==> src/design/slbm_pkg.sv <==
`timescale 1ns / 1ps
// ----------------------------------------------------------------------------
// slbm_pkg
// Shared types and constants of the structured loop bytecode machine.
// ----------------------------------------------------------------------------
package slbm_pkg;

  localparam int unsigned SKIP_W   = 11;
  localparam logic [SKIP_W-1:0] SKIP_MAX = 11'd2047;
  localparam int unsigned WORD_W   = 31;
  localparam int unsigned DATA_W   = 32;

  typedef enum logic [3:0] {
    OP_END, OP_WHILE, OP_SET, OP_COPY, OP_SHOW, OP_ADD, OP_SUB, OP_MUL,
    OP_DIV, OP_EQ, OP_GT, OP_OR, OP_NOT, OP_MOD
  } op_t;

  typedef enum logic [2:0] {
    ST_OK, ST_SHOW, ST_HALT, ST_DIVZ, ST_OVF, ST_BADOP, ST_RANGE
  } status_t;

  typedef enum logic [3:0] {
    S_CLEAR, S_IDLE, S_LB, S_OP, S_OPA, S_OPB, S_OPT, S_RX, S_RY, S_EX, S_DIV, S_OUT
  } state_t;

  typedef enum logic [2:0] {
    WS_INIT, WS_LIT, WS_Y, WS_NOT, WS_ALU, WS_DIV
  } wsel_t;

  typedef struct packed {
    logic  prog_we;
    logic  data_we;
    logic  x_load;
    logic  div_start;
    logic  push;
    logic  val_load;
    logic  val_clear;
    wsel_t wsel;
    op_t   alu_op;
  } cmd_t;

  typedef struct packed {
    logic x_zero;
    logic y_zero;
    logic div_done;
  } sts_t;

  function automatic logic [1:0] operand_count(input op_t op);
    logic [1:0] n;
    case (op)
      OP_END:                      n = 2'd0;
      OP_WHILE, OP_SHOW, OP_NOT:   n = 2'd1;
      OP_SET, OP_COPY:             n = 2'd2;
      default:                     n = 2'd3;
    endcase
    return n;
  endfunction

endpackage

==> src/design/slbm_ctrl.sv <==
`timescale 1ns / 1ps
// ----------------------------------------------------------------------------
// slbm_ctrl
// Controller: pointer, loop level and skip state, and the step sequencer.
// ----------------------------------------------------------------------------
module slbm_ctrl #(
  parameter int unsigned PROGRAM_DEPTH = 1024,
  parameter int unsigned DATA_DEPTH    = 1024,
  parameter int unsigned LOOP_DEPTH    = 16,
  localparam int unsigned PA = $clog2(PROGRAM_DEPTH),
  localparam int unsigned IW = $clog2(PROGRAM_DEPTH + 1),
  localparam int unsigned DA = $clog2(DATA_DEPTH),
  localparam int unsigned LA = $clog2(LOOP_DEPTH),
  localparam int unsigned LW = $clog2(LOOP_DEPTH + 1)
) (
  input  logic            clk,
  input  logic            rst,
  input  logic            in_valid,
  output logic            in_ready,
  input  logic            in_cmd,
  input  logic [30:0]     in_word,
  output logic            out_valid,
  input  logic            out_ready,
  output logic [2:0]      out_status,
  output slbm_pkg::cmd_t  cmd,
  input  slbm_pkg::sts_t  sts,
  output logic [PA-1:0]   prog_waddr,
  output logic [30:0]     prog_wdata,
  output logic [PA-1:0]   prog_raddr,
  input  logic [30:0]     prog_rdata,
  output logic [DA-1:0]   data_waddr,
  output logic [DA-1:0]   data_raddr,
  output logic [30:0]     lit,
  output logic [LA-1:0]   stack_widx,
  output logic [LA-1:0]   stack_ridx,
  output logic [IW-1:0]   push_start,
  output logic [DA-1:0]   push_reg,
  input  logic [IW-1:0]   top_start,
  input  logic [DA-1:0]   top_reg
);

  localparam logic [slbm_pkg::SKIP_W-1:0] SKIP_ONE = slbm_pkg::SKIP_W'(1);

  slbm_pkg::state_t  state, state_next;
  slbm_pkg::op_t     op;
  slbm_pkg::status_t status;
  slbm_pkg::status_t ex_status;
  logic [IW-1:0] ip;
  logic [IW-1:0] plen;
  logic [slbm_pkg::SKIP_W-1:0] skip;
  logic [LW-1:0] level;
  logic          halted;
  logic [1:0]    opn;
  logic [30:0]   a;
  logic [30:0]   b;
  logic [30:0]   t;
  logic [DA-1:0] clr;
  logic          accept;
  logic          load_ok;
  logic          bad_op;
  slbm_pkg::op_t cur_op;
  logic [1:0]    cur_n;
  logic [IW+1:0] skip_next;
  logic          past_end;
  logic          a_bad;
  logic          b_bad;
  logic          t_bad;
  logic          ex_div;
  logic          lb_zero_stack;
  logic [DA-1:0] lb_addr;

  assign accept   = in_valid && in_ready;
  assign load_ok  = plen < IW'(PROGRAM_DEPTH);
  assign bad_op   = prog_rdata > 31'(slbm_pkg::OP_MOD);
  assign cur_op   = slbm_pkg::op_t'(prog_rdata[3:0]);
  assign cur_n    = slbm_pkg::operand_count(cur_op);
  assign skip_next = {2'b0, ip} + (IW+2)'(cur_n) + (IW+2)'(1);
  assign past_end = ({2'b0, ip} + (IW+2)'(cur_n)) >= {2'b0, plen};
  assign a_bad    = a >= 31'(DATA_DEPTH);
  assign b_bad    = b >= 31'(DATA_DEPTH);
  assign t_bad    = t >= 31'(DATA_DEPTH);
  assign lb_zero_stack = (level == '0);
  assign lb_addr  = lb_zero_stack ? '0 : top_reg;
  assign stack_widx = level[LA-1:0];
  assign stack_ridx = LA'(level - LW'(1));
  assign push_start = IW'(ip + IW'(2));
  assign push_reg   = a[DA-1:0];
  assign prog_waddr = plen[PA-1:0];
  assign prog_wdata = in_word;
  assign lit        = b;
  assign in_ready   = (state == slbm_pkg::S_IDLE);
  assign out_valid  = (state == slbm_pkg::S_OUT);
  assign out_status = status;

  always_comb begin
    ex_status = slbm_pkg::ST_OK;
    ex_div    = 1'b0;
    unique case (op)
      slbm_pkg::OP_WHILE: begin
        if (a_bad) begin
          ex_status = slbm_pkg::ST_RANGE;
        end else if (!sts.x_zero && level >= LW'(LOOP_DEPTH)) begin
          ex_status = slbm_pkg::ST_OVF;
        end
      end
      slbm_pkg::OP_SET, slbm_pkg::OP_NOT: begin
        if (a_bad) ex_status = slbm_pkg::ST_RANGE;
      end
      slbm_pkg::OP_SHOW: begin
        ex_status = a_bad ? slbm_pkg::ST_RANGE : slbm_pkg::ST_SHOW;
      end
      slbm_pkg::OP_COPY: begin
        if (a_bad || b_bad) ex_status = slbm_pkg::ST_RANGE;
      end
      default: begin
        if (a_bad || b_bad || t_bad) begin
          ex_status = slbm_pkg::ST_RANGE;
        end else if (op inside {slbm_pkg::OP_DIV, slbm_pkg::OP_MOD}) begin
          if (sts.y_zero) ex_status = slbm_pkg::ST_DIVZ;
          else ex_div = 1'b1;
        end
      end
    endcase
  end

  always_comb begin
    state_next = state;
    unique case (state)
      slbm_pkg::S_CLEAR: begin
        if (clr == DA'(DATA_DEPTH - 1)) state_next = slbm_pkg::S_IDLE;
      end
      slbm_pkg::S_IDLE: begin
        if (accept) begin
          if (!in_cmd || halted) state_next = slbm_pkg::S_OUT;
          else if (ip >= plen) state_next = slbm_pkg::S_LB;
          else state_next = slbm_pkg::S_OP;
        end
      end
      slbm_pkg::S_LB: state_next = slbm_pkg::S_OUT;
      slbm_pkg::S_OP: begin
        if (bad_op || skip != '0 || past_end) state_next = slbm_pkg::S_OUT;
        else if (cur_n == 2'd0) state_next = slbm_pkg::S_LB;
        else state_next = slbm_pkg::S_OPA;
      end
      slbm_pkg::S_OPA: state_next = (opn >= 2'd2) ? slbm_pkg::S_OPB : slbm_pkg::S_RX;
      slbm_pkg::S_OPB: state_next = (opn == 2'd3) ? slbm_pkg::S_OPT : slbm_pkg::S_RX;
      slbm_pkg::S_OPT: state_next = slbm_pkg::S_RX;
      slbm_pkg::S_RX:  state_next = slbm_pkg::S_RY;
      slbm_pkg::S_RY:  state_next = slbm_pkg::S_EX;
      slbm_pkg::S_EX:  state_next = ex_div ? slbm_pkg::S_DIV : slbm_pkg::S_OUT;
      slbm_pkg::S_DIV: begin
        if (sts.div_done) state_next = slbm_pkg::S_OUT;
      end
      slbm_pkg::S_OUT: begin
        if (out_ready) state_next = slbm_pkg::S_IDLE;
      end
      default: state_next = slbm_pkg::S_CLEAR;
    endcase
  end

  always_comb begin
    cmd        = '0;
    cmd.wsel   = slbm_pkg::WS_INIT;
    cmd.alu_op = op;
    prog_raddr = ip[PA-1:0];
    data_raddr = lb_addr;
    data_waddr = t[DA-1:0];
    unique case (state)
      slbm_pkg::S_CLEAR: begin
        cmd.data_we = 1'b1;
        data_waddr  = clr;
      end
      slbm_pkg::S_IDLE: begin
        cmd.val_clear = accept;
        cmd.prog_we   = accept && !in_cmd && load_ok;
      end
      slbm_pkg::S_OP:  prog_raddr = PA'(ip + IW'(1));
      slbm_pkg::S_OPA: prog_raddr = PA'(ip + IW'(2));
      slbm_pkg::S_OPB: prog_raddr = PA'(ip + IW'(3));
      slbm_pkg::S_RX:  data_raddr = a[DA-1:0];
      slbm_pkg::S_RY: begin
        cmd.x_load = 1'b1;
        data_raddr = b[DA-1:0];
      end
      slbm_pkg::S_EX: begin
        data_waddr    = a[DA-1:0];
        cmd.div_start = ex_div;
        if (ex_status == slbm_pkg::ST_OK && !ex_div) begin
          unique case (op)
            slbm_pkg::OP_WHILE: cmd.push = !sts.x_zero;
            slbm_pkg::OP_SHOW:  cmd.val_load = 1'b1;
            slbm_pkg::OP_SET: begin
              cmd.data_we = 1'b1;
              cmd.wsel    = slbm_pkg::WS_LIT;
            end
            slbm_pkg::OP_COPY: begin
              cmd.data_we = 1'b1;
              cmd.wsel    = slbm_pkg::WS_Y;
            end
            slbm_pkg::OP_NOT: begin
              cmd.data_we = 1'b1;
              cmd.wsel    = slbm_pkg::WS_NOT;
            end
            default: begin
              cmd.data_we = 1'b1;
              cmd.wsel    = slbm_pkg::WS_ALU;
              data_waddr  = t[DA-1:0];
            end
          endcase
        end else if (ex_status == slbm_pkg::ST_SHOW) begin
          cmd.val_load = 1'b1;
        end
      end
      slbm_pkg::S_DIV: begin
        cmd.data_we = sts.div_done;
        cmd.wsel    = slbm_pkg::WS_DIV;
      end
      default: ;
    endcase
  end

  always_ff @(posedge clk) begin
    if (rst) begin
      state  <= slbm_pkg::S_CLEAR;
      clr    <= '0;
      ip     <= '0;
      plen   <= '0;
      skip   <= '0;
      level  <= '0;
      halted <= 1'b0;
      status <= slbm_pkg::ST_OK;
    end else begin
      state <= state_next;
      unique case (state)
        slbm_pkg::S_CLEAR: clr <= clr + DA'(1);
        slbm_pkg::S_IDLE: begin
          if (accept) begin
            status <= slbm_pkg::ST_OK;
            if (!in_cmd) begin
              if (load_ok) plen <= plen + IW'(1);
              else status <= slbm_pkg::ST_RANGE;
            end else if (halted) begin
              status <= slbm_pkg::ST_HALT;
            end else if (ip >= plen) begin
              skip <= '0;
            end
          end
        end
        slbm_pkg::S_LB: begin
          if (lb_zero_stack) begin
            if (!sts.y_zero) ip <= '0;
            else begin
              halted <= 1'b1;
              status <= slbm_pkg::ST_HALT;
            end
          end else if (!sts.y_zero) begin
            ip <= top_start;
          end else begin
            level <= level - LW'(1);
          end
        end
        slbm_pkg::S_OP: begin
          op  <= cur_op;
          opn <= cur_n;
          if (bad_op) begin
            status <= slbm_pkg::ST_BADOP;
            ip     <= ip + IW'(1);
          end else if (skip != '0) begin
            if (cur_op == slbm_pkg::OP_END) skip <= skip - SKIP_ONE;
            else if (cur_op == slbm_pkg::OP_WHILE && skip < slbm_pkg::SKIP_MAX)
              skip <= skip + SKIP_ONE;
            ip <= (skip_next < {2'b0, plen}) ? IW'(skip_next) : plen;
          end else if (past_end) begin
            status <= slbm_pkg::ST_RANGE;
            ip     <= plen;
          end else if (cur_n == 2'd0) begin
            ip <= ip + IW'(1);
          end
        end
        slbm_pkg::S_OPA: a <= prog_rdata;
        slbm_pkg::S_OPB: b <= prog_rdata;
        slbm_pkg::S_OPT: t <= prog_rdata;
        slbm_pkg::S_EX: begin
          status <= ex_status;
          ip     <= ip + IW'(opn) + IW'(1);
          if (op == slbm_pkg::OP_WHILE) begin
            if (ex_status != slbm_pkg::ST_OK || sts.x_zero) skip <= SKIP_ONE;
            else level <= level + LW'(1);
          end
        end
        default: ;
      endcase
    end
  end

endmodule

==> config.mk <==
export PLATFORM = sky130hd
export DESIGN_NAME = slbm_ctrl
export DESIGN_NICKNAME = d
export VERILOG_FILES = /design/src/design/slbm_pkg.sv /design/src/design/slbm_ctrl.sv
export SDC_FILE = /design/constraint.sdc
export NUM_CORES = 1
export LEC_CHECK = 0
export BUFFER_PORTS_ARGS = -buffer_cell sky130_fd_sc_hd__buf_4
export CORE_MARGIN = 2
export CORE_UTILIZATION = 55
export CTS_CLUSTER_SIZE = 14
export DETAILED_ROUTE_END_ITERATION = 16
export PLACE_DENSITY = 0.82
export SLEW_MARGIN = 5
export SYNTH_ARGS = -nofsm -noshare
export SYNTH_HDL_FRONTEND = slang
export SYNTH_SLANG_ARGS = --single-unit
==> constraint.sdc <==
create_clock -name clk -period 7.1 [get_ports clk]
set_input_delay 1.42 -clock clk [delete_from_list [all_inputs] [get_ports clk]]
set_output_delay 1.42 -clock clk [all_outputs]
set_load 0.03 [all_outputs]
Yosys cells after proc, flatten, opt, wreduce, memory -nomap -nowiden
Index checks and enable logic that the tools add are counted.
- register bits: 155
- input port bits: 91
- output and inout port bits: 150
- reductions and logical operators: 43
- muxes and demuxes: 82
- bitwise gates (word level): 2
- add/subtract/negate cells: 13
- $lt $le $gt $ge: 11
- equal/unequal tests: 46
- operators with widths (kind ; number):
    2-to-1 mux 11 bit ; 18
    >= comparator 31 x 11 -> 1 bit, second input constant ; 3
    one-hot mux 11 bit (3 select lines) ; 2
    2-to-1 mux 3 bit ; 17
    one-hot mux 4 bit (12 select lines) ; 1
    adder 11 x 1 -> 11 bit, second input constant ; 4
    one-hot mux 10 bit (2 select lines) ; 2
    one-hot mux 3 bit (4 select lines) ; 3
    == test 4 bit, second input constant ; 8
    > comparator 31 x 4 -> 1 bit, second input constant ; 1
    2-to-1 mux 10 bit ; 3
    one-hot mux 10 bit (3 select lines) ; 1
    == test 4 x 2 -> 1 bit, second input constant ; 6
    == test 4 x 3 -> 1 bit, second input constant ; 6
    2-to-1 mux 4 bit ; 6
    inequality test 2 bit, second input constant ; 12
    less-than comparator 11 bit, second input constant ; 2
    2-to-1 mux 5 bit ; 4
    2-to-1 mux 1 bit ; 17
    adder 13 x 1 -> 13 bit, second input constant ; 1
    less-than comparator 13 x 11 -> 1 bit ; 1
    adder 11 x 2 -> 12 bit ; 1
    == test 4 x 1 -> 1 bit, second input constant ; 3
    >= comparator 12 x 11 -> 1 bit ; 1
    other kinds (42) ; 74

Depth between registers and ports, before layout
Gate-level depths: netlist of run 1.
- depth after elaboration: 10
- gate-level depth with buffers: 22
- mapped depth without buffers: 20

Least setup slack after synthesis of run 1
OpenSTA, ideal clock, no wires.
- path type: input to register
- from: input port prog_rdata[0]
- to: register ip[4]
- arrival: 5.359 ns
- data required time: 7.009 ns
- stages: 21
- path slack: 1.650 ns
- path buffers: 2
- path through: inv_1 > o21ai_0 > ha_1 > inv_1 > fa_1 > clkbuf_1 > nor4b_1 > a21oi_1 > nor3_1 > nand2_1 > xnor2_1 > ha_1 > a21o_1 > a21oi_1 > a31oi_1 > or4_1 > a21oi_2 > or2_1 > clkbuf_2 > o221ai_1 > a311oi_1
- word-level cells in the longest chain between the ends: 10
- ends and longest elaborated chain (item ; line ; source):
    start, declared ; slbm_ctrl.sv:30 ; input logic [30:0] prog_rdata,
    == test 4 x 1 -> 1 bit, or another cell as far along ; slbm_pkg.sv:50 ; case (op)
    OR reduction 3 bit / OR reduction 2 bit (equally long branches) ; slbm_pkg.sv:50 ;
    one-hot mux 2 bit (3 select lines) (*) ; slbm_pkg.sv:50 ;
    net cur_n[0] ; slbm_ctrl.sv:62 ; logic [1:0] cur_n;
    adder 11 x 2 -> 12 bit ; slbm_ctrl.sv:77, slbm_ctrl.sv:78 ;
    adder 13 x 1 -> 13 bit ; slbm_ctrl.sv:77 ; assign skip_next = {2'b0, ip} + (IW+2)'(cur_n) + (IW+2)'(1);
    less-than comparator 13 x 11 -> 1 bit ; slbm_ctrl.sv:272 ; ip <= (skip_next < {2'b0, plen}) ? IW'(skip_next) : plen;
    2-to-1 mux 11 bit ; slbm_ctrl.sv:272 ;
    2-to-1 mux 11 bit ; slbm_ctrl.sv:268 ; end else if (skip != '0) begin
    2-to-1 mux 11 bit ; slbm_ctrl.sv:265 ; if (bad_op) begin
    one-hot mux 11 bit (3 select lines) ; slbm_ctrl.sv:234 ; unique case (state)
    end signal, assigned ; slbm_ctrl.sv:267 ; ip <= ip + IW'(1);
    end signal, assigned ; slbm_ctrl.sv:272 ;
    end signal, assigned ; slbm_ctrl.sv:275 ; ip <= plen;
    end, declared ; slbm_ctrl.sv:48 ; logic [IW-1:0] ip;
The timed path passes the listed nets; every way through them passes the cells marked *.
A chain may end at the register's enable or synchronous reset.

Final worst setup path of run 1
Same ends and word-level chain as after synthesis.

==> results.sh, run 1 <==
export IMPL_first_iter_violations=1133
export IMPL_clk_latency_ns=0.43
export IMPL_setup_viol=0
export IMPL_vias=9402
export IMPL_use_met3_pct=8.19
export IMPL_via_per_inst=6.56
export IMPL_cp_end_kind="register"
export IMPL_finalInstanceArea_mm2=0.0118
export IMPL_synth_flop_cell="edfxtp_1"
export IMPL_grt_first_pass_wirelength_um=48300
export IMPL_post_route_period_util_pct=86.5
export IMPL_io_buffers=178
export IMPL_cap_violations=0
export IMPL_place_area_mm2=0.0112
export IMPL_grt_busiest_layer="met2"
export IMPL_clock_path_buffers=2
export IMPL_grt_pass1_vias=8686
export IMPL_max_freq_ghz=0.163
export IMPL_drv_slew=0
export IMPL_tns_ns=0
export IMPL_ios=241
export IMPL_ys_types=83
export IMPL_status="completed"
export IMPL_ys_seq_area_share_pct=40.6
export IMPL_synth_warnings=0
export IMPL_die_w_um=139
export IMPL_critPathArrivalTime_ns=6.48
export IMPL_hold_buffers=0
export IMPL_reg2reg_setup_slack_ns=2.11
export IMPL_dr_pass1_iters=6
export IMPL_grt_use_total_pct=31.7
export IMPL_gp_congestion=0.959
export IMPL_powerDensity_mw_per_mm2=164
export IMPL_initial_utilization_pct=56.1
export IMPL_syn_inst=1085
export IMPL_worstPathMaxFanout=11
export IMPL_grt_start_max_net_pins=62
export IMPL_path_clk_slew_ns=0.07
export IMPL_syn_to_final_growth_pct=16.9
export IMPL_antenna_found_initial=1
export IMPL_syn_nets=1234
export IMPL_cts_tree="built"
export IMPL_synthArstFlopShare_pct=0
export IMPL_place_ws_ns=0.695
export IMPL_rsz0062_at_grt="false"
export IMPL_synthTopCellsByCount="edfxtp_1 (99), nor2_1 (92), a21oi_1 (71), inv_1 (63), nand2_1 (63)"
export IMPL_met2_usage_pct=48.8
export IMPL_crit_type="input port to register"
export IMPL_cts_max_level=4
export IMPL_die_area_mm2=0.0194
export IMPL_drive_above_1_share_pct=20.5
export IMPL_yosys_area_top_type_share_pct=29.5
export IMPL_ys_ff_latch=155
export IMPL_synth_area_leader_cell="edfxtp_1"
export IMPL_hold_path_class="register to register"
export IMPL_num_antenna_cells=0
export IMPL_grt_overflow=0
export IMPL_synth_area_mm2=0.0101
export IMPL_yosysMostFrequentCell="edfxtp_1"
export IMPL_max_slew_margin_rel_pct=17.1
export IMPL_peakVddDrop_mv=0.171
export IMPL_ant_nets=0
export IMPL_fp_row_count=49
export IMPL_period_needed_ns=6.14
export IMPL_wirelength_um=31400
export IMPL_utilization_pct=65.6
export IMPL_final_hold_viol_count=0
export IMPL_dp_hpwl_um=23300
export IMPL_drc_errors=0
export IMPL_root_buffer="clkbuf_16"
export IMPL_worstMarginPinSlew_ns=1.23
export IMPL_finalClockSkew_ns=0.0103
export IMPL_fin_nets=1341
export IMPL_crit_required_ns=7.44
export IMPL_postCtsSetupBuffers=0
export IMPL_post_cts_resized=0
export IMPL_die_y_um=139
export IMPL_use_met1_pct=42.7
export IMPL_start_kind="input port"
export IMPL_clock_sinks=155
export IMPL_synth_avg_cell_area_um2=9.30
export IMPL_timing_final_ws_setup_ns=0.962
export IMPL_synth_edf_count=99
export IMPL_synth_area_top_cells="edfxtp_1 (29%), dfxtp_1 (11%), ha_1 (6.8%)"
export IMPL_numCtsBuffers=17
export IMPL_wire_per_inst_um=21.9
export IMPL_leakage_nw=4.62
export IMPL_core_mm2=0.0180
## final cells by class
type / instances / area (um2)
repair buffers: 194 / 1460
multi-input cells: 759 / 5130
clock inverters: 14 / 134
well taps: 229 / 287
fillers: 1436 / 6180
flip-flops and latches: 155 / 4090
clock buffers: 18 / 439
inverters: 65 / 244
## cell usage in the layout (no fill, tap or decap), drive strengths merged, types with 18 or more instances in the layout
cell	n
xor2	18
dfxtp	56
nor2	93
clkbuf	18
inv	69
ha	55
nand3	41
nor4	32
edfxtp	99
o21ai	40
buf	194
a21oi	72
nand2	63
nor3	34
nand4	20
xnor2	52
## metrics by stage
step | hold WS (ns) | std cells | total power, mW
finish | 0.511 | 1434 | 1.94
global route | 0.517 | 1434 | 1.98
CTS | 0.505 | 1434 | 1.94
detailed placement | 0.494 | 1402 | 1.07
global placement | 0.480 | 1402 | 1.07
floorplan | 0.450 | 1085 | 1.05
## sequential cells by signal, indices dropped and copies added (netlist names)
register,flops
a,31
out_status,3
skip,11
plen,11
t,31
opn,2
halted,1
ip,11
level,5
lit,31
op,4
state,4
clr,10
## critical path, cell delays in order
cell	delay, ns
buf_4	0.15
inv_1	0.06
o21ai_0	0.38
ha_1	0.30
inv_1	0.09
fa_1	0.54
nor4b_1	0.30
a21oi_1	0.10
nor3_1	0.38
nand2_1	0.12
xnor2_1	0.28
ha_1	0.30
a21o_1	0.18
a21oi_1	0.13
a31oi_1	0.09
or4_1	0.56
a21oi_2	0.25
or2_1	0.35
o221ai_1	0.18
a311oi_1	0.28
## logic make-up after synthesis
group,Yosys count,share of synthesized area [%]
mux,7,0.695
xor+xnor,70,6.08
compound gates,268,18.3
simple gates,356,18.0
fa+ha+maj,58,7.42
flops,155,40.6
buf+inv,171,8.85
## path summary, 6_finish.rpt
kind                              startpoint                         end  depth (start not counted)
hold reg to reg   out_status[1]$_SDFFE_PP0P_  out_status[1]$_SDFFE_PP0P_                          2
setup / recovery               prog_rdata[0]          ip[4]$_SDFFE_PP0P_                         20
hold / removal    out_status[1]$_SDFFE_PP0P_  out_status[1]$_SDFFE_PP0P_                          2
setup reg to reg          ip[3]$_SDFFE_PP0P_          ip[4]$_SDFFE_PP0P_                         15
## power breakdown
| group | total [mW] | internal (mW) | switching [mW] |
|---|---|---|---|
| Combinational | 0.0920 | 0.0380 | 0.0540 |
| Sequential | 0.960 | 0.958 | 0.00202 |
| Clock | 0.887 | 0.499 | 0.388 |
## layer usage
metal / up-vias / wire length (um)
li1: 4199 / -
met1: 4446 / 12500
met5: - / 13
met2: 651 / 14000
met4: 2 / 1170
met3: 104 / 3670
Power figures use the tool's default switching activity.
==> run 2, diff against run 1 <==
BUFFER_PORTS_ARGS = -buffer_cell sky130_fd_sc_hd__buf_2   (was -buffer_cell sky130_fd_sc_hd__buf_4)
==> results.sh, run 2 (synthesis gave the netlist of run 1 again) <==
export IMPL_post_cts_resized=0
export IMPL_dp_hpwl_um=22400
export IMPL_clock_path_buffers=2
export IMPL_placed_cells=1403
export IMPL_grt_overflow=0
export IMPL_clk_latency_ns=0.43
export IMPL_status="completed"
export IMPL_peakVddDrop_mv=0.194
export IMPL_postCtsSetupBuffers=0
export IMPL_startpoint="prog_rdata[0]"
export IMPL_worstPathMaxFanout=11
export IMPL_antenna_found_initial=0
export IMPL_slowest_stage="or4_1"
export IMPL_ant_nets=0
export IMPL_final_hold_viol_count=0
export IMPL_fp_row_count=49
export IMPL_setup_viol=0
export IMPL_ios=241
export IMPL_path_clk_slew_ns=0.07
export IMPL_gp_congestion=0.991
export IMPL_wire_per_inst_um=21.0
export IMPL_hold_path_class="register to register"
export IMPL_path_cells="buf_2 -> inv_1 -> o21ai_0 -> ha_1 -> inv_1 -> fa_1 -> nor4b_1 -> a21oi_1 -> nor3_1 -> nand2_1 -> xnor2_1 -> ha_1 -> a21o_1 -> a21oi_1 -> a31oi_1 -> or4_1 -> a21oi_2 -> or2_1 -> o221ai_1 -> a311oi_1"
export IMPL_fin_nets=1342
export IMPL_cts_tree="built"
export IMPL_drv_slew=0
export IMPL_post_route_period_util_pct=85.1
export IMPL_critPathArrivalTime_ns=6.38
export IMPL_grt_first_pass_wirelength_um=46500
export IMPL_layout_commonest_cell="buf_2"
export IMPL_crit_required_ns=7.44
export IMPL_fin_cells=1434
export IMPL_crit_end="ip[4]$_SDFFE_PP0P_"
export IMPL_num_antenna_cells=0
export IMPL_worstSetupPathDepth=20
export IMPL_grt_start_max_net_pins=62
export IMPL_die_area_mm2=0.0194
export IMPL_crit_type="input port to register"
export IMPL_drc_errors=0
export IMPL_max_slew_margin_rel_pct=22.7
export IMPL_p_total_mw=1.99
export IMPL_numCtsBuffers=17
export IMPL_start_kind="input port"
export IMPL_r2r_cells=18
export IMPL_first_iter_violations=1322
export IMPL_cts_max_level=4
export IMPL_period_needed_ns=6.04
export IMPL_leakage_nw=4.55
export IMPL_wirelength_um=30100
export IMPL_tns_ns=0
export IMPL_path_delay_family="simple AND/OR/NAND/NOR gates"
export IMPL_io_buffers=178
export IMPL_cpPeakStageDelay_ns=0.58
export IMPL_powerDensity_mw_per_mm2=175
export IMPL_worstMarginPinSlew_ns=1.14
export IMPL_rsz0062_at_grt="false"
export IMPL_finalClockSkew_ns=0.00960
export IMPL_via_per_inst=6.36
export IMPL_hold_buffers=0
export IMPL_syn_to_final_growth_pct=12.9
export IMPL_initial_utilization_pct=56.1
export IMPL_vias=9126
export IMPL_reg2reg_setup_slack_ns=2.14
export IMPL_core_mm2=0.0180
export IMPL_die_w_um=139
export IMPL_cp_end_kind="register"
export IMPL_rr_startpoint="ip[0]$_SDFFE_PP0P_"
export IMPL_mostFrequentLayoutCells="buf_2 (178), edfxtp_1 (99), nor2_1 (91), a21oi_1 (71)"
export IMPL_rr_endpoint="ip[4]$_SDFFE_PP0P_"
export IMPL_grt_use_total_pct=30.4
export IMPL_root_buffer="clkbuf_16"
export IMPL_die_y_um=139
export IMPL_max_freq_ghz=0.166
export IMPL_dr_pass1_iters=7
export IMPL_cap_violations=0
export IMPL_clock_sinks=155
export IMPL_grt_pass1_vias=8395
export IMPL_drive_above_1_share_pct=20.6
export IMPL_critPathBufInv=3
## run 2: worst register-to-register path, stage by stage, from the launching register on
cell	delay (ns)
dfxtp_1	0.32
buf_4	0.21
ha_1	0.24
inv_1	0.07
fa_1	0.54
nor4b_1	0.30
a21oi_1	0.11
nor3_1	0.34
nand2_1	0.11
xnor2_1	0.25
ha_1	0.29
a21o_1	0.18
a21oi_1	0.14
a31oi_1	0.12
or4_1	0.58
a21oi_2	0.25
or2_1	0.35
o221ai_1	0.19
a311oi_1	0.29
## run 2: how the worst min path moves through the flow
stage                          startpoint  cells past startpoint                    endpoint  slack, ns
6_report       out_status[1]$_SDFFE_PP0P_                      2  out_status[1]$_SDFFE_PP0P_       0.49
5_1_grt        out_status[1]$_SDFFE_PP0P_                      2  out_status[1]$_SDFFE_PP0P_       0.52
4_1_cts        out_status[1]$_SDFFE_PP0P_                      2  out_status[1]$_SDFFE_PP0P_       0.48
3_5_place_dp   out_status[1]$_SDFFE_PP0P_                      2  out_status[1]$_SDFFE_PP0P_       0.47
3_3_place_gp   out_status[1]$_SDFFE_PP0P_                      2  out_status[1]$_SDFFE_PP0P_       0.47
2_1_floorplan         halted$_SDFFE_PP0P_                      2         halted$_SDFFE_PP0P_       0.45
## run 2: area by class of cell
class,count,area [um2]
clock buffer,17,425
tap,229,287
sequential,155,4090
fill,1462,6580
inverter,65,244
clock inverter,14,181
timing repair buffer,195,1020
multi-input combinational,759,5130
## run 2: metal layers
metal  vias up  global-route usage (%)  share of wire (%)  wire (um)
met3        63                    5.78                 11       3360
met1      4299                    43.6                 41      12400
met4         0                    9.52                2.4        715
li1       4199                       -                  -          -
met2       565                    46.7                 45      13600
met5         -                       0                  0          0
## run 2: where the power goes
group / switching, mW / internal, mW / leakage [nW]
registers: 0.00198 / 0.958 / 1.34
clock network: 0.388 / 0.560 / 0.295
logic: 0.0530 / 0.0283 / 2.92
## run 2: through the flow
stage | utilization (%) | setup slack [ns] | hold slack (ns) | cell area (um2)
global route | 63.4 | 0.642 | 0.521 | 11400
CTS | 63.4 | 1.18 | 0.483 | 11400
global placement | 60.0 | 0.868 | 0.475 | 10800
floorplan | - | 1.65 | 0.450 | 10100
detailed placement | 60.0 | 0.772 | 0.474 | 10800
finish | 63.4 | 1.06 | 0.486 | 11400
